`config.mk`:
```
export PLATFORM = sky130hd
export DESIGN_NAME = tfp_cfg
export DESIGN_NICKNAME = d
export VERILOG_FILES = /design/src/rtl/tfp_pkg.sv /design/src/rtl/tfp_cfg.sv
export SDC_FILE = /design/constraint.sdc
export NUM_CORES = 1
export LEC_CHECK = 0
export BUFFER_PORTS_ARGS = -buffer_cell sky130_fd_sc_hd__buf_4
export CORE_MARGIN = 8
export CORE_UTILIZATION = 45
export CTS_CLUSTER_DIAMETER = 50
export DETAILED_ROUTE_END_ITERATION = 10
export GPL_ROUTABILITY_DRIVEN = 0
export MAX_ROUTING_LAYER = met4
export PLACE_DENSITY = 0.78
export SYNTH_ARGS = -nofsm -noshare
export SYNTH_HDL_FRONTEND = slang
export SYNTH_SLANG_ARGS = --single-unit
```
`constraint.sdc`:
```
create_clock -name clk -period 5.1 [get_ports clk]
set_input_delay 0 -clock clk [delete_from_list [all_inputs] [get_ports clk]]
set_output_delay 0 -clock clk [all_outputs]
set_load 0.1 [all_outputs]
```
`src/rtl/tfp_pkg.sv`:
```
// Shared types, constants and helper functions for the tricolor frame buffer painter.
// No dependencies; every other file of the block except tfp_ram imports this package.
package tfp_pkg;

  localparam int MAX_WIDTH   = 512;
  localparam int MAX_HEIGHT  = 512;
  localparam int PLANE_DEPTH = (MAX_WIDTH / 8) * MAX_HEIGHT;
  localparam int ADDR_W      = $clog2(PLANE_DEPTH);
  localparam int SIZE_W      = ADDR_W + 1;
  localparam int DIM_W       = 10;               // pixel extents, rectangle sizes, config data
  localparam int EXT_W       = DIM_W + 1;        // position plus size
  localparam int POS_W       = 9;
  localparam int BPR_W       = DIM_W - 3;        // bytes per row, up to MAX_WIDTH/8
  localparam int COL_W       = $clog2(MAX_WIDTH / 8);
  localparam int CMD_W       = 2;
  localparam int COLOR_W     = 2;
  localparam int CFG_IDX_W   = 2;
  localparam int CFG_W       = DIM_W;

  localparam logic [DIM_W-1:0] RESET_WIDTH  = DIM_W'(400);
  localparam logic [DIM_W-1:0] RESET_HEIGHT = DIM_W'(300);

  localparam logic [7:0] BYTE_FULL  = 8'hFF;
  localparam logic [7:0] BYTE_EMPTY = 8'h00;

  localparam logic [COLOR_W-1:0] COLOR_WHITE = 2'd0;
  localparam logic [COLOR_W-1:0] COLOR_BLACK = 2'd1;
  localparam logic [COLOR_W-1:0] COLOR_RED   = 2'd2;

  typedef enum logic [CMD_W-1:0] {
    CMD_POINT = 2'd0,
    CMD_RECT  = 2'd1,
    CMD_FILL  = 2'd2,
    CMD_READ  = 2'd3
  } cmd_t;

  typedef enum logic [CFG_IDX_W-1:0] {
    CFG_WIDTH    = 2'd0,
    CFG_HEIGHT   = 2'd1,
    CFG_ROTATION = 2'd2,
    CFG_MIRROR   = 2'd3
  } cfg_idx_t;

  typedef enum logic [2:0] {
    ST_IDLE,
    ST_SETUP,
    ST_ROW,
    ST_BYTE,
    ST_MODIFY,
    ST_FILL,
    ST_RDWAIT
  } state_t;

  typedef struct packed {
    logic [DIM_W-1:0]  wd;
    logic [DIM_W-1:0]  ht;
    logic [BPR_W-1:0]  bpr;
    logic [SIZE_W-1:0] size;
    logic [DIM_W-1:0]  xend;
    logic [DIM_W-1:0]  yend;
    logic [1:0]        rotation;
    logic              mirror;
  } geom_t;

  typedef struct packed {
    logic              wr_en;
    logic [ADDR_W-1:0] wr_addr;
    logic [7:0]        wr_black;
    logic [7:0]        wr_red;
    logic              rd_en;
    logic [ADDR_W-1:0] rd_addr;
  } ram_req_t;

  // Pixels of one byte covered by a span; MSB is the leftmost pixel
  function automatic logic [7:0] span_mask(input logic is_first, input logic is_last,
                                           input logic [2:0] lo, input logic [2:0] hi);
    logic [7:0] lm;
    logic [7:0] rm;
    lm = is_first ? (BYTE_FULL >> lo) : BYTE_FULL;
    rm = is_last ? (BYTE_FULL << (3'd7 - hi)) : BYTE_FULL;
    return lm & rm;
  endfunction

  function automatic logic [7:0] paint(input logic [7:0] old, input logic [7:0] m,
                                       input logic set);
    return (old & ~m) | (set ? m : BYTE_EMPTY);
  endfunction

endpackage

```
`src/rtl/tfp_cfg.sv`:
```
// Configuration registers and the effective panel geometry derived from them.
// Depends on tfp_pkg.
module tfp_cfg
  import tfp_pkg::*;
(
  input  logic                 clk,
  input  logic                 rst_n,
  input  logic                 cfg_wr_en,
  input  logic [CFG_IDX_W-1:0] cfg_index,
  input  logic [CFG_W-1:0]     cfg_wr_data,
  output geom_t                geom
);

  logic [DIM_W-1:0] width_r;
  logic [DIM_W-1:0] height_r;
  logic [1:0]       rotation_r;
  logic             mirror_r;
  logic [DIM_W-1:0] width_rnd;
  logic [DIM_W-1:0] wd;
  logic [DIM_W-1:0] ht;

  always_ff @(posedge clk) begin
    if (!rst_n) begin
      width_r    <= RESET_WIDTH;
      height_r   <= RESET_HEIGHT;
      rotation_r <= 2'd0;
      mirror_r   <= 1'b0;
    end else if (cfg_wr_en) begin
      case (cfg_idx_t'(cfg_index))
        CFG_WIDTH:    width_r    <= cfg_wr_data;
        CFG_HEIGHT:   height_r   <= cfg_wr_data;
        CFG_ROTATION: rotation_r <= cfg_wr_data[1:0];
        CFG_MIRROR:   mirror_r   <= cfg_wr_data[0];
        default: ;
      endcase
    end
  end

  always_comb begin
    width_rnd = {width_r[DIM_W-1:3], 3'b000};
    if (width_rnd < DIM_W'(8)) begin
      wd = DIM_W'(8);
    end else if (width_rnd > DIM_W'(MAX_WIDTH)) begin
      wd = DIM_W'(MAX_WIDTH);
    end else begin
      wd = width_rnd;
    end
    if (height_r < DIM_W'(1)) begin
      ht = DIM_W'(1);
    end else if (height_r > DIM_W'(MAX_HEIGHT)) begin
      ht = DIM_W'(MAX_HEIGHT);
    end else begin
      ht = height_r;
    end
    geom.wd       = wd;
    geom.ht       = ht;
    geom.bpr      = wd[DIM_W-1:3];
    geom.size     = SIZE_W'(wd[DIM_W-1:3]) * SIZE_W'(ht);
    // 90 and 270 degrees swap the logical extents
    geom.xend     = rotation_r[0] ? ht : wd;
    geom.yend     = rotation_r[0] ? wd : ht;
    geom.rotation = rotation_r;
    geom.mirror   = mirror_r;
  end

endmodule

```
=== After elaboration in Yosys (flattened, before gate mapping) ===
Cells that the tools add are included.

* $add $sub $neg: 0
* $mul: 1
* Shift-type cells: 0
* Div/mod/pow operators: 0
* Mux-type cells: 6
* Reduce and logical (&&, ||, !) cells: 5
* Eq/ne operators: 3
* Bitwise operators: 0
* $lt $le $gt $ge: 4

{| class="wikitable"
|+ Operators with widths
! cell !! count
|-
| 10-bit two-way mux || 6
|-
| 10-bit > comparator, second input constant || 2
|-
| 7-bit by 10-bit multiplier with 16-bit output || 1
|-
| 10-bit by 1-bit < comparator with 1-bit output, second input constant || 1
|-
| 10-bit by 4-bit < comparator with 1-bit output, second input constant || 1
|-
| 2-bit AND reduction || 4
|-
| 2-bit equality test, second input constant || 2
|-
| 2-bit by 1-bit equality test with 1-bit output, second input constant || 1
|-
| 2-bit logical NOT || 1
|}

* Memories: 0
* RAM bits: 0
* Bits in registers: 23
* Output and inout port bits: 66
* ROM bits: 0
* Input port bits: 15
* Bits in latches: 0

=== Logic depth before layout (Yosys ltp) ===
Gate-level depths: netlist (run 1).

* Depth after elaboration: 4
* Depth in mapped cells: 19
* Mapped depth without buffers: 19

=== Worst setup path before layout (run 1) ===
OpenSTA, ideal clock, no wires.

* Path kind: reg-to-output
* Start point: register height_r[0]
* End point: output geom[34] (netlist bit)
* Stages on the path, launching flop included: 20
* Path buffers: 0
* Arrival time: 6.264 ns
* Setup slack: -1.164 ns
* Required time: 5.100 ns
* Cell sequence: dfxtp_1 > nor4_1 > nand3_1 > nand2_1 > nand2_1 > inv_1 > nand2_1 > fa_1 > inv_1 > fa_1 > fa_1 > inv_1 > fa_1 > inv_1 > ha_1 > nand2_1 > o21ai_0 > a31o_2 > a21oi_1 > xnor2_1

{| class="wikitable"
|+ RTL lines
! element !! RTL line !! RTL
|-
| start, declared || tfp_cfg.sv:15 || <nowiki>logic [DIM_W-1:0] height_r;</nowiki>
|-
| start signal, assigned || tfp_cfg.sv:31 || <nowiki>CFG_HEIGHT: height_r <= cfg_wr_data;</nowiki>
|-
| end, declared || tfp_cfg.sv:11 || <nowiki>output geom_t geom</nowiki>
|}

==> summary by stage, run 1 <==
Setup path
Among cell families on the critical path, the largest total delay comes from adder cells. The maximum net fanout on the critical path is 7. The data arrival time at the worst-slack endpoint is approximately 5200 ps. Traced cell by cell, the critical path runs through nor4_4 -> nand3_2 -> nand2_4 -> buf_12 -> nand2_8 -> nor2_4 -> fa_1 -> fa_2 -> fa_1 -> inv_2 -> fa_1 -> inv_2 -> ha_4 -> a2111oi_4 -> o211ai_2 -> a31o_1 -> a21oi_4 -> xnor2_4 -> buf_12. In this design, the stage delay of the slowest critical-path cell is about 560 ps. The endpoint of the most critical register-to-register path is rotation_r[0]. The critical path in this run is classified as reg -> out. The number of cells on the worst reg-to-reg path is 2. In this design, the critical path's most frequently occurring cell is fa_1. The slowest stage of the critical path belongs to the cell fa_1.

The worst path required time is roughly 5100 ps. Together, buffers and inverters on the worst path number 4. The worst setup path is launched from a flip-flop. The worst register-to-register path begins at rotation_r[0]. The setup check on the worst reg-to-reg path leaves a slack of around 3800 ps. STA classifies the critical path endpoint as an output port.

Yosys
Yosys instantiated no cell more often than nand2_1. Of the total synthesized cell area, the portion taken by full adders, half adders and majority gates is 0.360. The number of distinct library cell variants in the gate-level netlist after synthesis is 47. Of the post-synthesis cell area, the part taken by muxes is 0.0311. The simple-gate portion of the synthesized area is 0.217. The share of synthesized area in the top cell type comes to 0.233. Ranked by instance count, the synthesized netlist is headed by 69 x nand2_1, 61 x nor2_1, 59 x inv_1. The synthesized instance count is 424. The largest family of logic cells by synthesized area is adder cells. The share of the Yosys chip area taken by registers is 0.123. The number of warnings reported in the yosys synthesis log is 0. Yosys attributes the largest share of cell area to fa_1 23%, ha_1 13%, dfxtp_1 12%. The synthesized netlist occupies a cell area of between 3000 and 4000 um^2. The top flip-flop cell by instance count after synthesis is dfxtp_1. The synthesized-area fraction occupied by ao, oa, aoi and oai cells came to 0.115.

The synthesized area per cell is 7.68 um^2. The flip-flop and latch count after synthesis is 20. The post-synthesis share of cell area spent on xor and xnor gates is 0.0403.

fa_1 takes more of the synthesized area than any other cell. The share of flip-flops with an asynchronous set or reset is 0. Counting flops with a built-in enable in the synthesized netlist gives 0.

Clocking
The clock tree from TritonCTS is done. The count of clock tree sinks is 20. At the later pin of the worst-skew pair, clock insertion delay measures around 260 ps. The cell sitting at the root of the clock tree is a clkbuf_8.

The level count of the clock H-tree is 1. The number of buffers on the longest clock path is 2. In this run, CTS created clock tree buffers numbering 3. The clock-pin transition on the worst setup and hold timing paths is around 70 ps.

Floorplanning
The die is approximately 100 um tall. 81 I/O pins were placed. The floorplan has 31 rows. The die is between 100 and 150 um wide.

The core region area is about 7100 um^2. The initial standard-cell utilization of the core is 0.457. The die covers a little over 10000 um^2.

Cells and area
The final layout contains about 600 nets. The repair_antennas step left the layout with diodes totalling 0. Measured on the finished design, the core utilization comes to 0.653. The filler cells instantiated in the layout total around 600.

The share of cells above drive strength 1 is 0.339. The area taken by flip-flops and latches is slightly above 400 um^2. Once layout is done, the placed cells without fillers occupy around 4700 um^2. The multi-input combinational cells in the finished layout cover a total of slightly below 3000 um^2. From synthesis to final layout, the design area changed by 42.9%.

After the flow finishes, the layout carries non-filler instances totaling between 600 and 700.

Drt
The average wire per cell in the routed design is between 15 and 20 um. Detailed routing inserted a total of approximately 3300 vias. In this run the remaining antenna-violating nets after routing total 0.

The routed design has 10100 um of wire. The detailed-router iteration count before antenna repair is 4. The number of DRC markers after the initial detailed-route iteration is 161. The remaining design rule violation count is 0. Using the TritonRoute via totals, the vias-per-cell ratio works out to about 5.3.

Global route
The combined global-route utilization of all metal layers is 0.198. The number of antenna violations at the first check in global routing is 0. The total overflow left after global routing is 0. The number of global-route vias before repair was roughly 3400.

The first global-routing pass estimated 16000 um of wire. Entering global routing, the biggest net connects 36 pins.

Power and ir drop
In this run the power density over the cells is 389 nW/um^2. Total power for the finished layout comes to between 1.5 and 2 mW. For this design the static power due to leakage is 2.27 nW. Across the VDD grid, the largest voltage drop is around 260 uV.

Timing
The post-route minimum period is approximately 5200 ps. In the post-route analysis, the smallest setup slack over all paths is -117 ps. The pin slew with the least headroom to its limit is 997 ps. Dividing the final minimum period by the clock period gives 1.02. The max-slew violation count is 0. For the final routed database, the setup TNS stands at -256 ps. The final worst clock skew is 0 ps. The relative slew slack is 0.334. The hold violation total from the final report is 0. Hold is met by 7.03 ps. Setup repair after global routing could not meet its margin everywhere.

The number of failing setup endpoints in the final timing report is 3. The upper clock frequency limit is about 190 MHz.

Flow run
The max-capacitance violation count is 0.

Min path
The worst min-delay path category is in -> reg. The origin of the worst min-delay path is cfg_wr_data[9]. The worst hold path passes through 3 cells. The worst hold endpoint is height_r[9].

Placement
The placement-stage worst setup slack is between 40 and 50 ps. Detailed placement ended at an HPWL of between 7000 and 8000 um. Including well taps, the total number of placed cells is 595. Input and output buffers added on the ports amount to 77. After detailed placement, the total cell area comes to approximately 4200 um^2.

Status
The checks that failed: negative setup slack. The flow ran to the end, but the final reports show violations.
-- power by group --
| part | leakage (nW) | total [mW] | internal, mW | switching [mW] |
|---|---|---|---|---|
| Clock | 0.0288 | 0.121 | 0.0687 | 0.0526 |
| Sequential | 0.164 | 0.171 | 0.162 | 0.00834 |
| Combinational | 2.08 | 1.52 | 0.505 | 1.01 |
| Total | 2.27 | 1.81 | 0.736 | 1.08 |
-- what timing repair did --
item                                    4_1_cts  5_1_grt
hold buffers                                  6        0
pin swaps                                    15       29
buffers inserted                              3        7
endpoints found under the setup margin        5        8
endpoints found under the hold margin         7        0
gates resized for setup                      28       33
-- tightest hold or removal path, stage by stage --
cell      delay [ps]
buf_4            110
nand2_1           40
a21boi_0          70
-- area by class of cell --
class	count	share of cell area
multi-input combinational	320	0.620
timing repair buffer	111	0.201
sequential	20	0.0868
inverter	61	0.0543
tap	99	0.0266
clock buffer	4	0.0118
-- worst max path at each step --
| stage | slack [ps] | to | startpoint | depth (start not counted) |
|---|---|---|---|---|
| 6_report | -120 | geom[35] | height_r[2] | 19 |
| 3_5_place_dp | 40 | geom[34] | height_r[0] | 19 |
| 2_1_floorplan | 20 | geom[37] | height_r[1] | 19 |
| 3_3_place_gp | 140 | geom[35] | height_r[1] | 18 |
| 4_1_cts | 20 | geom[35] | height_r[2] | 18 |
| 5_1_grt | -290 | geom[35] | height_r[2] | 18 |
-- routing by layer --
| layer | routed length [um] | GRT usage |
|---|---|---|
| met2 | 5210 | 0.347 |
| met3 | 946 | 0.0338 |
| met4 | 172 | 0.0550 |
| met1 | 3760 | 0.227 |
| met5 | 0 | - |
-- cells in the final DEF, fill, tap and decap left out, types with 7 or more instances in the layout --
cell type / Yosys / layout
nand2_1: 69 / 62
mux2i_1: 9 / 9
o21ai_0: 19 / 15
nor2_1: 61 / 53
ha_1: 33 / 28
dfxtp_1: 20 / 17
inv_1: 59 / 49
fa_1: 38 / 35
buf_4: 11 / 96
xnor2_4: 0 / 7
nor2b_1: 7 / 7
-- logic make-up after synthesis --
kind of cell               after synthesis
and+or+nand+nor                        166
buffers and inverters                   86
adders and majority gates               71
AOI/OAI and AO/OA                       55
DFF                                     20
xor gates and xnor gates                15
muxes                                   10
other                                    1
-- registers in the layout, indices dropped and copies added (netlist names) --
signal / count
mirror_r: 1
rotation_r: 2
width_r: 7
height_r: 10
Power figures use the tool's default switching activity.
==> run 2: changes to the inputs <==
--- a/config.mk
+++ b/config.mk
@@ -12,7 +12,8 @@
 export DETAILED_ROUTE_END_ITERATION = 10
 export GPL_ROUTABILITY_DRIVEN = 0
 export MAX_ROUTING_LAYER = met4
-export PLACE_DENSITY = 0.78
+export PLACE_DENSITY = 0.69
+export SETUP_SLACK_MARGIN = 0.5
 export SYNTH_ARGS = -nofsm -noshare
 export SYNTH_HDL_FRONTEND = slang
 export SYNTH_SLANG_ARGS = --single-unit
==> run 2 against run 1 <==
Effect of this change:
- sequential share of layout area is 0.40 points lower
- sequential power barely moved
- non-clock buffer count grew 5
- first-iteration DRC count shrank 29%
- largest cell class unchanged
- critical path type unchanged
- design area rose by 6.2%
- critical endpoint unchanged
- clock power grew 36%
- setup slack improved by 180 ps
- fmax up 3.6%
- critical path depth shrank 1
- global-route usage increased by 0.52 points
- hold slack worse by 7.4 ps
- clock-buffer cell count fell by 1
- the flow finishes with violations (negative hold slack)
==> summary by stage, run 2 (same netlist as run 1, synthesis figures left out) <==
Timing
The post-route minimum period is 5040 ps (-180 ps). The final worst clock skew is 0 ps (unchanged). The sum of negative setup slack came to 0 ps (+256 ps).

The upper clock frequency limit is 199 MHz (+3.6%). Setup repair after global routing could not meet its margin everywhere. The relative slew slack is 0.307 (-0.0271). The number of failing setup endpoints in the final timing report is 0 (-3). The worst hold margin was -0.338 ps (-7.36 ps). The pin slew with the least headroom to its limit was 1040 ps (+40.6 ps). The portion of the clock cycle consumed by the worst path in the final layout is 0.988 (-0.0352). The max-slew violation count came to 0 (unchanged). The hold violation total from the final report was 1 (+1).

Global route
The number of global-route vias before repair was 3337 (-2.3%). The met2 capacity usage during global routing is 0.358 (+0.0106). The number of antenna violations at the first check in global routing is 0 (unchanged). The combined global-route utilization of all metal layers is 0.204 (+0.00519). The pin count of the biggest net entering global routing is 36 (unchanged). The leftover overflow at the end of global routing came to 0 (unchanged).

The first-pass GRT wire length was 16200 um (+1.4%). The met3 global-route usage is 0.0166 (-0.0173). The met1 routing resource usage after global routing is 0.252 (+0.0246).

The global routing stage identified its most utilized layer as met2.

Status
The flow ran to the end, but the final reports show violations. The checks that failed: negative hold slack.

Min path
The worst min-delay path category is in -> reg.

Clocking
The clock-pin transition on the worst setup and hold timing paths is 80 ps (about the same). The level count of the clock H-tree is 1 (unchanged). The count of clock tree sinks is 20 (unchanged).

The number of buffers on the longest clock path is 2 (unchanged). The clock tree from TritonCTS is done. The number of CTS-inserted buffers is 3 (unchanged). The cell at the root of the clock tree is clkbuf_8.

The latest clock arrival within the worst-skew pair is 270 ps (about the same).

Cells and area
The leading cell type in the layout, fill and taps excluded is buf_4. The area growth from synthesis to layout is 51.8%. The number of nets in the layout came to 608 (+0.83%).

The top cell types in the final layout, fill and taps aside, are 93 x buf_4, 57 x nand2_1, 52 x nor2_1. The number of fillers in the final layout came to 614 (+5.3%). The share of cells above drive strength 1 was 0.382 (+0.0428). The post-layout utilization of the core came to 0.693 (+0.0403).

The antenna cell count is 0 (unchanged). The number of flip-flops under the largest register name is 10 (unchanged). The post-layout instance area is 4940 um^2 (+6.2%). Counting flops per register, the top entry is height_r.

The largest registers in the layout are height_r: 10 flops, width_r: 7 flops, rotation_r: 2 flops.

Setup path
For this design, the slowest cell found on the critical path is fa_2. The number of buffers and inverters on the critical path is 3 (-1). The maximum net fanout on the critical path is 6 (-1). The delay of the slowest cell on the worst path is 540 ps (-20 ps). The critical setup path kind is reg -> out. STA classifies the critical path startpoint as a flip-flop.

The worst path required time is 5100 ps (about the same). The data arrival time at the worst-slack endpoint came to 5040 ps (-180 ps). The signal on the critical path passes through nor4_2 -> nand3_1 -> nand2_4 -> nand2_8 -> nor2_2 -> fa_1 -> fa_2 -> fa_1 -> inv_1 -> fa_2 -> inv_2 -> ha_4 -> a2111oi_4 -> o211ai_4 -> a31o_1 -> a21oi_4 -> xnor2_4 -> buf_12. The category of the worst setup path capture point is an output port. The kind of cell adding the most delay to the critical path is adder cells.

Drt
The detailed-router iteration count before antenna repair is 4 (unchanged). The post-detailed-route count of antenna-violating nets is 0 (unchanged). The average wire per cell in the routed design is 15.5 um (-5.3%).

The total number of vias is 3153 (-3.2%). The via-per-instance ratio came to 5.09 (-4.0%). The sum of routed wire length over all layers is 9630 um (-4.5%). The number of DRC markers after the initial detailed-route iteration is 114 (-29%). The remaining design rule violation count was 0 (unchanged).

Power and ir drop
The cell area power density is 409 nW/um^2 (+5.1%). The leakage component of the power is 2.40 nW (+5.8%). The maximum vdd drop is 256 uV (+0.20%).

Placement
The count of port buffers added during placement was 77 (unchanged). The post-placement cell area came to 4320 um^2 (+2.7%). The sum of net half-perimeters after detailed placement is 7600 um (-0.72%).

Floorplanning
The core region area is 7140 um^2 (unchanged). The overall die area was 10200 um^2 (unchanged). The top-level port count is 81 (unchanged). The initial standard-cell utilization of the core was 0.457 (unchanged). The standard-cell row count is 31 (unchanged). The horizontal die dimension is 101 um (unchanged). The vertical die dimension is 101 um (unchanged).

Flow run
The max-capacitance violation count is 0 (unchanged).
run 2: cell types whose count changed in the layout (fill, tap and decap cells not counted), moves of 3 or more:
cell,delta
buf_12,+4
buf_4,-3
inv_1,-4
inv_2,+3
nand2_1,-5
o21ai_1,-3
o21ai_4,+3
run 2: report_power, final:
| part | internal (mW) | switching, mW | leakage [nW] |
|---|---|---|---|
| clock network | 0.105 | 0.0586 | 0.0357 |
| logic | 0.627 | 1.06 | 2.20 |
| registers | 0.162 | 0.00825 | 0.164 |
| total | 0.894 | 1.13 | 2.40 |
run 2: path summary, 6_finish.rpt:
kind | slack (ps) | endpoint | start | depth (start not counted)
min | -0.3 | width_r[4] | rst_n | 2
min reg2reg | 500 | height_r[4] | height_r[4] | 2
max | 60 | geom[35] | height_r[3] | 18
max reg2reg | 3730 | rotation_r[0] | rotation_r[0] | 2
run 2: through the flow:
| stage | cells | total power, mW | worst slack (ps) | hold WS, ps |
|---|---|---|---|---|
| finish | 620 | 2.02 | 63.1 | -0.338 |
| global route | 620 | 2.12 | -147 | 2.07 |
| CTS | 615 | 1.93 | 32.6 | 2.02 |
| detailed placement | 593 | 1.57 | 39.6 | 218 |
| global placement | 593 | 1.56 | 140 | 220 |
| floorplan | 426 | 1.34 | 63.4 | 124 |
run 2: what timing repair did:
action                                  in CTS  in global routing
hold buffers                                 8                  0
endpoints found under the hold margin        9                  0
setup buffers                               10                  5
pin swaps                                   27                 21
endpoints found under the setup margin       9                 10
resized for setup                           59                 25
run 2: metal layers:
layer,up-vias,routed length (um)
li1,1518,-
met1,1530,4220
met2,96,4800
met3,9,489
met4,0,119
met5,-,0
run 2: worst register-to-register path, stage by stage (launching register included):
cell and delay, ps:
dfxtp_1 1010, mux2i_1 170, nor2b_1 140
run 2: area by class of cell:
type / count / area, um^2 / share of cell area
clock buffers: 3 / 41.3 / 0.00835
clock inverters: 1 / 30.0 / 0.00607
inverters: 61 / 256 / 0.0519
multi-input cells: 320 / 3050 / 0.617
flip-flops and latches: 20 / 409 / 0.0827
well taps: 99 / 124 / 0.0251
repair buffers: 116 / 1030 / 0.209
