--- config.mk ---
export PLATFORM = sky130hd
export DESIGN_NAME = tfp_seq
export DESIGN_NICKNAME = d
export VERILOG_FILES = /design/src/rtl/tfp_pkg.sv /design/src/rtl/tfp_seq.sv
export SDC_FILE = /design/constraint.sdc
export NUM_CORES = 1
export LEC_CHECK = 0
export BUFFER_PORTS_ARGS = -buffer_cell sky130_fd_sc_hd__buf_2
export CORE_MARGIN = 5
export CORE_UTILIZATION = 45
export DETAILED_ROUTE_END_ITERATION = 12
export GPL_ROUTABILITY_DRIVEN = 1
export SLEW_MARGIN = 0
export SYNTH_ARGS = -nofsm -noshare
export SYNTH_HDL_FRONTEND = slang
export SYNTH_SLANG_ARGS = --single-unit
--- constraint.sdc ---
create_clock -name clk -period 12.01 [get_ports clk]
set_input_delay 2.402 -clock clk [delete_from_list [all_inputs] [get_ports clk]]
set_output_delay 2.402 -clock clk [all_outputs]
set_load 0.005 [all_outputs]
--- src/rtl/tfp_pkg.sv ---
// Shared types, constants and helper functions for the tricolor frame buffer painter.
// No dependencies; every other file of the block except tfp_ram imports this package.
package tfp_pkg;

  localparam int MAX_WIDTH   = 512;
  localparam int MAX_HEIGHT  = 512;
  localparam int PLANE_DEPTH = (MAX_WIDTH / 8) * MAX_HEIGHT;
  localparam int ADDR_W      = $clog2(PLANE_DEPTH);
  localparam int SIZE_W      = ADDR_W + 1;
  localparam int DIM_W       = 10;               // pixel extents, rectangle sizes, config data
  localparam int EXT_W       = DIM_W + 1;        // position plus size
  localparam int POS_W       = 9;
  localparam int BPR_W       = DIM_W - 3;        // bytes per row, up to MAX_WIDTH/8
  localparam int COL_W       = $clog2(MAX_WIDTH / 8);
  localparam int CMD_W       = 2;
  localparam int COLOR_W     = 2;
  localparam int CFG_IDX_W   = 2;
  localparam int CFG_W       = DIM_W;

  localparam logic [DIM_W-1:0] RESET_WIDTH  = DIM_W'(400);
  localparam logic [DIM_W-1:0] RESET_HEIGHT = DIM_W'(300);

  localparam logic [7:0] BYTE_FULL  = 8'hFF;
  localparam logic [7:0] BYTE_EMPTY = 8'h00;

  localparam logic [COLOR_W-1:0] COLOR_WHITE = 2'd0;
  localparam logic [COLOR_W-1:0] COLOR_BLACK = 2'd1;
  localparam logic [COLOR_W-1:0] COLOR_RED   = 2'd2;

  typedef enum logic [CMD_W-1:0] {
    CMD_POINT = 2'd0,
    CMD_RECT  = 2'd1,
    CMD_FILL  = 2'd2,
    CMD_READ  = 2'd3
  } cmd_t;

  typedef enum logic [CFG_IDX_W-1:0] {
    CFG_WIDTH    = 2'd0,
    CFG_HEIGHT   = 2'd1,
    CFG_ROTATION = 2'd2,
    CFG_MIRROR   = 2'd3
  } cfg_idx_t;

  typedef enum logic [2:0] {
    ST_IDLE,
    ST_SETUP,
    ST_ROW,
    ST_BYTE,
    ST_MODIFY,
    ST_FILL,
    ST_RDWAIT
  } state_t;

  typedef struct packed {
    logic [DIM_W-1:0]  wd;
    logic [DIM_W-1:0]  ht;
    logic [BPR_W-1:0]  bpr;
    logic [SIZE_W-1:0] size;
    logic [DIM_W-1:0]  xend;
    logic [DIM_W-1:0]  yend;
    logic [1:0]        rotation;
    logic              mirror;
  } geom_t;

  typedef struct packed {
    logic              wr_en;
    logic [ADDR_W-1:0] wr_addr;
    logic [7:0]        wr_black;
    logic [7:0]        wr_red;
    logic              rd_en;
    logic [ADDR_W-1:0] rd_addr;
  } ram_req_t;

  // Pixels of one byte covered by a span; MSB is the leftmost pixel
  function automatic logic [7:0] span_mask(input logic is_first, input logic is_last,
                                           input logic [2:0] lo, input logic [2:0] hi);
    logic [7:0] lm;
    logic [7:0] rm;
    lm = is_first ? (BYTE_FULL >> lo) : BYTE_FULL;
    rm = is_last ? (BYTE_FULL << (3'd7 - hi)) : BYTE_FULL;
    return lm & rm;
  endfunction

  function automatic logic [7:0] paint(input logic [7:0] old, input logic [7:0] m,
                                       input logic set);
    return (old & ~m) | (set ? m : BYTE_EMPTY);
  endfunction

endpackage

--- src/rtl/tfp_seq.sv ---
// Command sequencer: bounds check, rotation, row/byte stepping with read-modify-write,
// whole panel fill and byte read-back. Depends on tfp_pkg; drives the plane RAMs.
module tfp_seq
  import tfp_pkg::*;
(
  input  logic                clk,
  input  logic                rst_n,
  input  geom_t               geom,
  input  logic                start,
  output logic                busy,
  input  logic [CMD_W-1:0]    in_command,
  input  logic [COLOR_W-1:0]  in_color,
  input  logic [POS_W-1:0]    in_pos_x,
  input  logic [POS_W-1:0]    in_pos_y,
  input  logic [DIM_W-1:0]    in_rect_w,
  input  logic [DIM_W-1:0]    in_rect_h,
  input  logic [ADDR_W-1:0]   in_read_address,
  output ram_req_t            ram_req,
  input  logic [7:0]          rd_black,
  input  logic [7:0]          rd_red,
  output logic                out_valid,
  output logic                out_status,
  output logic [7:0]          out_black_plane_byte,
  output logic [7:0]          out_red_plane_byte
);

  state_t              state_r, state_nxt;
  logic                out_valid_r, out_valid_nxt;
  logic                out_status_r, out_status_nxt;
  logic [7:0]          out_black_r, out_black_nxt;
  logic [7:0]          out_red_r, out_red_nxt;

  cmd_t                cmd_r, cmd_nxt;
  logic [COLOR_W-1:0]  color_r, color_nxt;
  logic [POS_W-1:0]    px_r, px_nxt;
  logic [POS_W-1:0]    py_r, py_nxt;
  logic [DIM_W-1:0]    rw_r, rw_nxt;
  logic [DIM_W-1:0]    rh_r, rh_nxt;
  logic [ADDR_W-1:0]   addr_r, addr_nxt;

  logic [DIM_W-1:0]    x0_r, x0_nxt;
  logic [DIM_W-1:0]    x1m1_r, x1m1_nxt;
  logic [DIM_W-1:0]    row_r, row_nxt;
  logic [DIM_W-1:0]    row_end_r, row_end_nxt;
  logic [ADDR_W-1:0]   base_r, base_nxt;
  logic [COL_W-1:0]    byte_r, byte_nxt;
  logic [ADDR_W-1:0]   cnt_r, cnt_nxt;
  logic [ADDR_W-1:0]   waddr_r, waddr_nxt;
  logic [7:0]          mask_r, mask_nxt;

  // setup arithmetic
  logic [DIM_W-1:0]    ew, eh;
  logic [EXT_W-1:0]    xsum, ysum;
  logic [DIM_W-1:0]    xs, ys;
  logic                oob, empty;
  logic [DIM_W-1:0]    tx, ty, tw, th;
  // stepping
  logic [DIM_W-1:0]    rphys;
  logic [COL_W-1:0]    first_col, last_col;
  logic                col_done, row_done;
  logic [ADDR_W-1:0]   byte_addr;
  logic [7:0]          mask;
  logic [7:0]          full_black, full_red;

  always_ff @(posedge clk) begin
    if (!rst_n) begin
      state_r     <= ST_IDLE;
      out_valid_r <= 1'b0;
    end else begin
      state_r     <= state_nxt;
      out_valid_r <= out_valid_nxt;
    end
  end

  always_ff @(posedge clk) begin
    out_status_r <= out_status_nxt;
    out_black_r  <= out_black_nxt;
    out_red_r    <= out_red_nxt;
    cmd_r        <= cmd_nxt;
    color_r      <= color_nxt;
    px_r         <= px_nxt;
    py_r         <= py_nxt;
    rw_r         <= rw_nxt;
    rh_r         <= rh_nxt;
    addr_r       <= addr_nxt;
    x0_r         <= x0_nxt;
    x1m1_r       <= x1m1_nxt;
    row_r        <= row_nxt;
    row_end_r    <= row_end_nxt;
    base_r       <= base_nxt;
    byte_r       <= byte_nxt;
    cnt_r        <= cnt_nxt;
    waddr_r      <= waddr_nxt;
    mask_r       <= mask_nxt;
  end

  // A point is a 1x1 rectangle: same bounds test and same rotation
  always_comb begin
    ew    = (cmd_r == CMD_POINT) ? DIM_W'(1) : rw_r;
    eh    = (cmd_r == CMD_POINT) ? DIM_W'(1) : rh_r;
    xsum  = EXT_W'(px_r) + EXT_W'(ew);
    ysum  = EXT_W'(py_r) + EXT_W'(eh);
    xs    = xsum[DIM_W-1:0];
    ys    = ysum[DIM_W-1:0];
    oob   = (xsum > EXT_W'(geom.xend)) || (ysum > EXT_W'(geom.yend));
    empty = (ew == DIM_W'(0)) || (eh == DIM_W'(0));
    case (geom.rotation)
      2'd1: begin
        tx = geom.wd - ys;
        ty = DIM_W'(px_r);
        tw = eh;
        th = ew;
      end
      2'd2: begin
        tx = geom.wd - xs;
        ty = geom.ht - ys;
        tw = ew;
        th = eh;
      end
      2'd3: begin
        tx = DIM_W'(py_r);
        ty = geom.ht - xs;
        tw = eh;
        th = ew;
      end
      default: begin
        tx = DIM_W'(px_r);
        ty = DIM_W'(py_r);
        tw = ew;
        th = eh;
      end
    endcase
  end

  always_comb begin
    rphys      = geom.mirror ? (geom.ht - DIM_W'(1) - row_r) : row_r;
    first_col  = x0_r[COL_W+2:3];
    last_col   = x1m1_r[COL_W+2:3];
    col_done   = (byte_r == last_col);
    row_done   = ((row_r + DIM_W'(1)) == row_end_r);
    byte_addr  = base_r + ADDR_W'(byte_r);
    mask       = span_mask(byte_r == first_col, col_done, x0_r[2:0], x1m1_r[2:0]);
    full_black = (color_r == COLOR_BLACK) ? BYTE_FULL : BYTE_EMPTY;
    full_red   = (color_r == COLOR_RED) ? BYTE_FULL : BYTE_EMPTY;
  end

  always_comb begin
    state_nxt      = state_r;
    out_valid_nxt  = 1'b0;
    out_status_nxt = out_status_r;
    out_black_nxt  = out_black_r;
    out_red_nxt    = out_red_r;
    cmd_nxt        = cmd_r;
    color_nxt      = color_r;
    px_nxt         = px_r;
    py_nxt         = py_r;
    rw_nxt         = rw_r;
    rh_nxt         = rh_r;
    addr_nxt       = addr_r;
    x0_nxt         = x0_r;
    x1m1_nxt       = x1m1_r;
    row_nxt        = row_r;
    row_end_nxt    = row_end_r;
    base_nxt       = base_r;
    byte_nxt       = byte_r;
    cnt_nxt        = cnt_r;
    waddr_nxt      = waddr_r;
    mask_nxt       = mask_r;
    ram_req        = '0;

    case (state_r)
      ST_IDLE: begin
        if (start) begin
          cmd_nxt   = cmd_t'(in_command);
          color_nxt = in_color;
          px_nxt    = in_pos_x;
          py_nxt    = in_pos_y;
          rw_nxt    = in_rect_w;
          rh_nxt    = in_rect_h;
          addr_nxt  = in_read_address;
          state_nxt = ST_SETUP;
        end
      end

      ST_SETUP: begin
        out_black_nxt = BYTE_EMPTY;
        out_red_nxt   = BYTE_EMPTY;
        case (cmd_r)
          CMD_FILL: begin
            cnt_nxt   = '0;
            state_nxt = ST_FILL;
          end
          CMD_READ: begin
            if (SIZE_W'(addr_r) >= geom.size) begin
              out_status_nxt = 1'b1;
              out_valid_nxt  = 1'b1;
              state_nxt      = ST_IDLE;
            end else begin
              ram_req.rd_en   = 1'b1;
              ram_req.rd_addr = addr_r;
              state_nxt       = ST_RDWAIT;
            end
          end
          default: begin
            // point or rectangle; bounds are tested before emptiness
            if (oob || empty) begin
              out_status_nxt = oob;
              out_valid_nxt  = 1'b1;
              state_nxt      = ST_IDLE;
            end else begin
              x0_nxt      = tx;
              x1m1_nxt    = tx + tw - DIM_W'(1);
              row_nxt     = ty;
              row_end_nxt = ty + th;
              state_nxt   = ST_ROW;
            end
          end
        endcase
      end

      ST_ROW: begin
        base_nxt  = ADDR_W'(rphys) * ADDR_W'(geom.bpr);
        byte_nxt  = first_col;
        state_nxt = ST_BYTE;
      end

      ST_BYTE: begin
        if (mask == BYTE_FULL) begin
          // whole byte covered: no read needed
          ram_req.wr_en    = 1'b1;
          ram_req.wr_addr  = byte_addr;
          ram_req.wr_black = full_black;
          ram_req.wr_red   = full_red;
          if (!col_done) begin
            byte_nxt = byte_r + COL_W'(1);
          end else if (row_done) begin
            out_status_nxt = 1'b0;
            out_valid_nxt  = 1'b1;
            state_nxt      = ST_IDLE;
          end else begin
            row_nxt   = row_r + DIM_W'(1);
            state_nxt = ST_ROW;
          end
        end else begin
          ram_req.rd_en   = 1'b1;
          ram_req.rd_addr = byte_addr;
          waddr_nxt       = byte_addr;
          mask_nxt        = mask;
          state_nxt       = ST_MODIFY;
        end
      end

      ST_MODIFY: begin
        ram_req.wr_en    = 1'b1;
        ram_req.wr_addr  = waddr_r;
        ram_req.wr_black = paint(rd_black, mask_r, color_r == COLOR_BLACK);
        ram_req.wr_red   = paint(rd_red, mask_r, color_r == COLOR_RED);
        if (!col_done) begin
          byte_nxt  = byte_r + COL_W'(1);
          state_nxt = ST_BYTE;
        end else if (row_done) begin
          out_status_nxt = 1'b0;
          out_valid_nxt  = 1'b1;
          state_nxt      = ST_IDLE;
        end else begin
          row_nxt   = row_r + DIM_W'(1);
          state_nxt = ST_ROW;
        end
      end

      ST_FILL: begin
        ram_req.wr_en    = 1'b1;
        ram_req.wr_addr  = cnt_r;
        ram_req.wr_black = full_black;
        ram_req.wr_red   = full_red;
        if ((SIZE_W'(cnt_r) + SIZE_W'(1)) == geom.size) begin
          out_status_nxt = 1'b0;
          out_valid_nxt  = 1'b1;
          state_nxt      = ST_IDLE;
        end else begin
          cnt_nxt = cnt_r + ADDR_W'(1);
        end
      end

      ST_RDWAIT: begin
        out_status_nxt = 1'b0;
        out_black_nxt  = rd_black;
        out_red_nxt    = rd_red;
        out_valid_nxt  = 1'b1;
        state_nxt      = ST_IDLE;
      end

      default: begin
        state_nxt = ST_IDLE;
      end
    endcase
  end

  assign busy                 = (state_r != ST_IDLE);
  assign out_valid            = out_valid_r;
  assign out_status           = out_status_r;
  assign out_black_plane_byte = out_black_r;
  assign out_red_plane_byte   = out_red_r;

  // every transaction ends in exactly one single-cycle strobe
  a_strobe_single: assert property (@(posedge clk) disable iff (!rst_n)
    out_valid_r |=> !out_valid_r)
    else $error("result strobe held for more than one cycle");

  a_bytes_zero: assert property (@(posedge clk) disable iff (!rst_n)
    (out_valid_r && (cmd_r != CMD_READ || out_status_r)) |->
      (out_black_r == BYTE_EMPTY && out_red_r == BYTE_EMPTY))
    else $error("plane bytes non-zero on a non-read or rejected result");

  a_write_states: assert property (@(posedge clk) disable iff (!rst_n)
    ram_req.wr_en |-> (state_r == ST_BYTE || state_r == ST_MODIFY || state_r == ST_FILL))
    else $error("plane write outside a painting state");

  a_modify_after_read: assert property (@(posedge clk) disable iff (!rst_n)
    (state_r == ST_MODIFY) |-> $past(ram_req.rd_en))
    else $error("read-modify-write without a preceding read");

  a_no_accept_busy: assert property (@(posedge clk) disable iff (!rst_n)
    (busy && state_r != ST_SETUP) |=> state_r != ST_SETUP)
    else $error("new transaction started while busy");

endmodule

; ---- Yosys cells after proc, flatten, opt, wreduce, memory -nomap -nowiden
; Index checks and enable logic that the tools add are counted.
[totals]
ff_bits = 175
inputBits = 142
output_inout_bits = 67
wordCells = 164
[classes]
add_sub_neg = 17
n_mul = 1
magnitude_cmp = 3
eq_ne = 29
shifts = 2
mux = 59
bitwise_logic = 9
n_reduce_logical = 23
[ops]
columns = op, n
row1 = one-hot mux 32 bit (3 select lines), 1
row2 = two-way mux 10 bit, 9
row3 = one-hot mux 10 bit (3 select lines), 2
row4 = two-way mux 16 bit, 3
row5 = two-way mux 8 bit, 6
row6 = two-way mux 32 bit, 1
row7 = one-hot mux 16 bit (2 select lines), 1
row8 = one-hot mux 8 bit (2 select lines), 2
row9 = two-way mux 15 bit, 2
row10 = one-hot mux 15 bit (2 select lines), 1
row11 = subtractor 10 bit, 3
row12 = one-hot mux 9 bit (3 select lines), 1
row13 = AND 8 bit, 3
row14 = adder 9 x 10 -> 11 bit, 2
row15 = greater-than comparator 11 x 10 -> 1 bit, 2
row16 = logical NOT 10 bit, 2
row17 = two-way mux 3 bit, 6
row18 = one-hot mux 3 bit (6 select lines), 1
row19 = one-hot mux 6 bit (3 select lines), 1
row20 = subtractor 9 bit, 2
row21 = adder 15 x 1 -> 16 bit (second input constant), 1
row22 = == test 16 bit, 1
row23 = greater-or-equal comparator 15 x 16 -> 1 bit, 1
row24 = bitwise OR 8 bit, 2
row25 = 44 further kinds, 87

; ---- Depth between registers and ports, before layout
[logic_depth]
word_depth = 9
mapped_depth = 27
ltp_nobuf = 27

; ---- Worst setup path after synthesis
; Ideal clock, no wire load.
[synth_path]
kind = input to register
from = in geom[47] in the netlist's numbering
to = reg base_r[14], data pin
arrival_ns = 7.815
required_time_ns = 11.742
setup_slack_ns = 3.928
stages = 23
path_buffers = 0
path_cell_list = ha_1 > a21o_1 > a21oi_1 > o21bai_1 > a211oi_1 > nor2_1 > a21oi_1 > xor2_1 > mux2i_1 > and2_1 > fa_1 > fa_1 > fa_1 > inv_1 > fa_1 > inv_1 > ha_1 > or2_2 > o311a_1 > o21a_1 > o21a_1 > o41ai_1 > xnor3_1
[synth_between]
elab_chain_len = 4
[synth_rtl]
columns = element, line_no
row1 = "start, declared", tfp_seq.sv:8  ; input geom_t geom,
row2 = subtractor 10 x 1 -> 10 bit, tfp_seq.sv:136  ; rphys = geom.mirror ? (geom.ht - DIM_W'(1) - row_r) : row_r;
row3 = subtractor 10 bit, tfp_seq.sv:136
row4 = two-way mux 10 bit, tfp_seq.sv:136
row5 = multiplier 10 x 7 -> 15 bit, tfp_seq.sv:222  ; base_nxt = ADDR_W'(rphys) * ADDR_W'(geom.bpr);
row6 = "end signal, assigned", tfp_seq.sv:90  ; base_r <= base_nxt;
row7 = "end, declared", tfp_seq.sv:45  ; logic [ADDR_W-1:0] base_r, base_nxt;
; Every way passes these cells.
; A chain may end at the register's enable or synchronous reset.

; ---- Worst setup path after layout
; Ends and elaborated chain as after synthesis.

==> run_results.csv <==
group,metric,value,unit
timing,tightest_slew,1091,ps
floorplan,std_cell_rows,67,
layout,final_common_cell,"buf_2",
global_route,grt_pass1_vias,12070,
logic_synthesis,ys.flop_type,"edfxtp_1",
logic_synthesis,synth_cell_types,78,
timing,setup_tns,0,ps
route,first_pass_iters,5,
clocking,cts_sinks,175,
clocking,cts.path.max_buffers,2,
logic_synthesis,synth_fp_nets,1872,
timing,rsz0062_at_grt,"no",
logic_synthesis,synthAdderAreaFrac,17.54,%
global_route,grt_max_degree,40,
power,vdd_ir_drop_max,0.1331,mV
floorplan,initial_core_util,45.51,%
layout,most-common-layout-cells,"207 x buf_2, 173 x inv_1, 171 x edfxtp_1",
global_route,antenna_found_initial,1,
logic_synthesis,netlist_instances,1547,
route,ant_nets,0,
logic_synthesis,synth_edf_count,171,
timing,skew,9.439,ps
power,p_per_area,207.2,nW/um^2
global_route,met1_usage,29.74,%
logic_synthesis,ys_seq_elements,175,
worst_hold_path,worstHoldPathType,"reg -> reg",
logic_synthesis,synth_xor_area_share,9.476,%
global_route,track_usage,21.43,%
layout,diodes,0,
logic_synthesis,synthArstFlopShare,0,%
route,drtIter0Drc,855,
critical_path,worstReg2RegStart,"row_r[1]$_DFFE_PP_",
clocking,cts_setup_buffers,0,
global_route,grt-ovfl-total,0,
critical_path,path_class,"in -> reg",
logic_synthesis,syn_area_per_cell,9.841,sq um
layout,fillers,3063,
route,routed_wl,40.36,mm
critical_path,required,12190,ps
logic_synthesis,synth_top_area_share,33.73,%
placed_design,gp_congestion,0.9044,
layout,finalNetCount,2062,
global_route,use_met2,34.92,%
global_route,grt_pass1_wl,65.04,mm
power,p_leak,7.820,nW
critical_path,critPathLaunch,"geom[47]",
route,drc_errors,0,
timing,maxSlewHeadroom,27.16,%
layout,design_area,17330,sq um
logic_synthesis,synthSimpleGateAreaFrac,15.02,%
floorplan,die_w,193.9,um
worst_hold_path,hold_path.startpoint,"x0_r[4]$_DFFE_PP_",
clocking,clkLatencyLatePin,450,ps
floorplan,io_pins,209,
global_route,busiest_layer,"met2",
floorplan,die_h,193.9,um
logic_synthesis,yosysSeqAreaShare,34.26,%
job,max-cap-violations,0,
timing,fin_crit,8336,ps
route,vias,11980,
floorplan,die-area,37610,sq um
logic_synthesis,synth_mux_area_share,3.468,%
layout,drive_gt1_share,16.51,%
clocking,hold_buffers,0,
critical_path,critPathCaptureType,"flip-flop",
critical_path,cp-start-kind,"input port",
layout,synthToLayoutAreaGrowth,13.82,%
clocking,clkSlewWorstSetupHoldPaths,70,ps
critical_path,path_common_cell,"fa_1",
placed_design,hpwl,32.16,mm
clocking,cts_buffers,17,
timing,setup_violations,0,
route,wl_per_cell,18.36,um
clocking,cts_root_buf,"clkbuf_16",
placed_design,post_dp_cell_area,16730,sq um
critical_path,crit_path_max_fanout,7,
global_route,use_met3,4.361,%
route,routed_via_density,5.448,
placed_design,port_buffers,207,
timing,hold_violations,0,
logic_synthesis,synth_area_leader_cell,"edfxtp_1",
critical_path,worstPathCellList,"buf_2 > ha_1 > a21o_1 > a21oi_1 > o21bai_1 > a211oi_1 > nor2_1 > a21oi_1 > xor2_1 > mux2i_1 > and2_1 > fa_1 > fa_1 > fa_1 > inv_1 > fa_1 > inv_1 > ha_1 > or2_2 > o311a_1 > o21a_1 > o21a_1 > o41ai_1 > xnor3_1",
timing,period_share,69.41,%
run_status,status,"completed",
logic_synthesis,synth_compound_area_share,14.59,%
logic_synthesis,yosys_warnings,0,
logic_synthesis,syn-cell-area,15220,sq um
clocking,cts_tree,"built",
clocking,post_cts_resized,0,
critical_path,critical_path_arrival,8520,ps
logic_synthesis,synth_top_family_by_area,"adder cells",
critical_path,slowest_stage,"fa_1",
timing,maxSlewViolCount,0,
floorplan,coreArea,33450,sq um
critical_path,cpPeakStageDelay,540,ps
logic_synthesis,synth.area.top_cells,"edfxtp_1 34%, ha_1 11%, fa_1 5.8%",
clocking,cts_max_level,4,
timing,fmax,0.1200,GHz
final timing paths:
check	endpoint	slack [ps]	depth (start not counted)
setup / recovery	base_r[14]$_DFFE_PP_	3670	24
hold / removal	byte_r[1]$_DFFE_PP_	570	2
setup reg to reg	base_r[14]$_DFFE_PP_	5160	24
hold reg to reg	byte_r[1]$_DFFE_PP_	570	2
cell families after synthesis:
group	Yosys count
AO/OA/AOI/OAI	326
XOR/XNOR	138
adder cells (fa/ha/maj)	188
buffers and inverters	223
flip-flops	175
multiplexers	51
AND/OR/NAND/NOR	446
layout make-up:
type / instances / area [sq um] / area share (%)
clock buffers: 17 / 425.4 / 2.455
clock inverters: 15 / 168.9 / 0.9748
inverters: 173 / 649.4 / 3.748
multi-input cells: 1149 / 9168 / 52.91
flip-flops and latches: 175 / 5215 / 30.10
well taps: 448 / 560.5 / 3.235
repair buffers: 221 / 1141 / 6.585
worst max-delay path, delay by kind of cell:
| kind | cells | cell delay, ps |
|---|---|---|
| AOI/OAI and AO/OA | 9 | 1820 |
| xor gates and xnor gates | 2 | 370 |
| adders and majority gates | 6 | 2600 |
| buffers and inverters | 3 | 230 |
| muxes | 1 | 490 |
| and+or+nand+nor | 3 | 600 |
stage by stage:
stage                     util, %  cells  hold slack (ps)  setup WS (ps)  power [W]
after detailed placement    50.03   2166            557.8           3240   0.003022
after global routing        51.80   2198            612.2           3314   0.003931
after global placement      50.03   2166            554.9           3294   0.002991
after floorplan                 -   1547            531.3           3928   0.002540
after CTS                   51.80   2198            575.1           3655   0.003612
final                       51.80   2198            566.8           3674   0.003590
state kept, by name, indices dropped and copies added (netlist names), 9 cells and up:
register   cells
row_end_r     10
row_r         10
x0_r           9
x1m1_r         9
waddr_r       15
base_r        15
px_r           9
rh_r          10
py_r           9
rw_r          10
addr_r        15
cnt_r         15
report_power, final:
| group | leakage [nW] | internal (W) | switching, W |
|---|---|---|---|
| Combinational | 5.90 | 0.000937 | 0.00113 |
| Clock | 0.281 | 0.000296 | 0.000272 |
| Sequential | 1.64 | 0.000869 | 0.0000825 |
layer usage:
| metal | part of all wire, % | up-vias | routed length (um) |
|---|---|---|---|
| met5 | 0.032 | - | 13 |
| met4 | 1.3 | 2 | 530 |
| met3 | 6.3 | 37 | 2529 |
| met2 | 46 | 349 | 18520 |
| met1 | 47 | 5699 | 18770 |
| li1 | - | 5888 | - |
cell usage after synthesis (all sizes together), types with 6 or more instances:
master,number
and3,17
nor4,12
inv,173
xnor3,17
nor3,21
buf,18
a211oi,7
or2,8
nor2,106
a222oi,10
a21oi,72
nand2,97
nand2b,21
nand4,13
mux2i,37
nor2b,45
o21ai,76
fa,44
or3,8
and2,46
mux2,14
a22o,19
o21bai,15
clkbuf,32
xnor2,82
nand3,33
o211ai,6
edfxtp,171
o21a,24
xor2,39
ha,139
a21o,34
No activity file was read; power rests on OpenSTA's default activity.
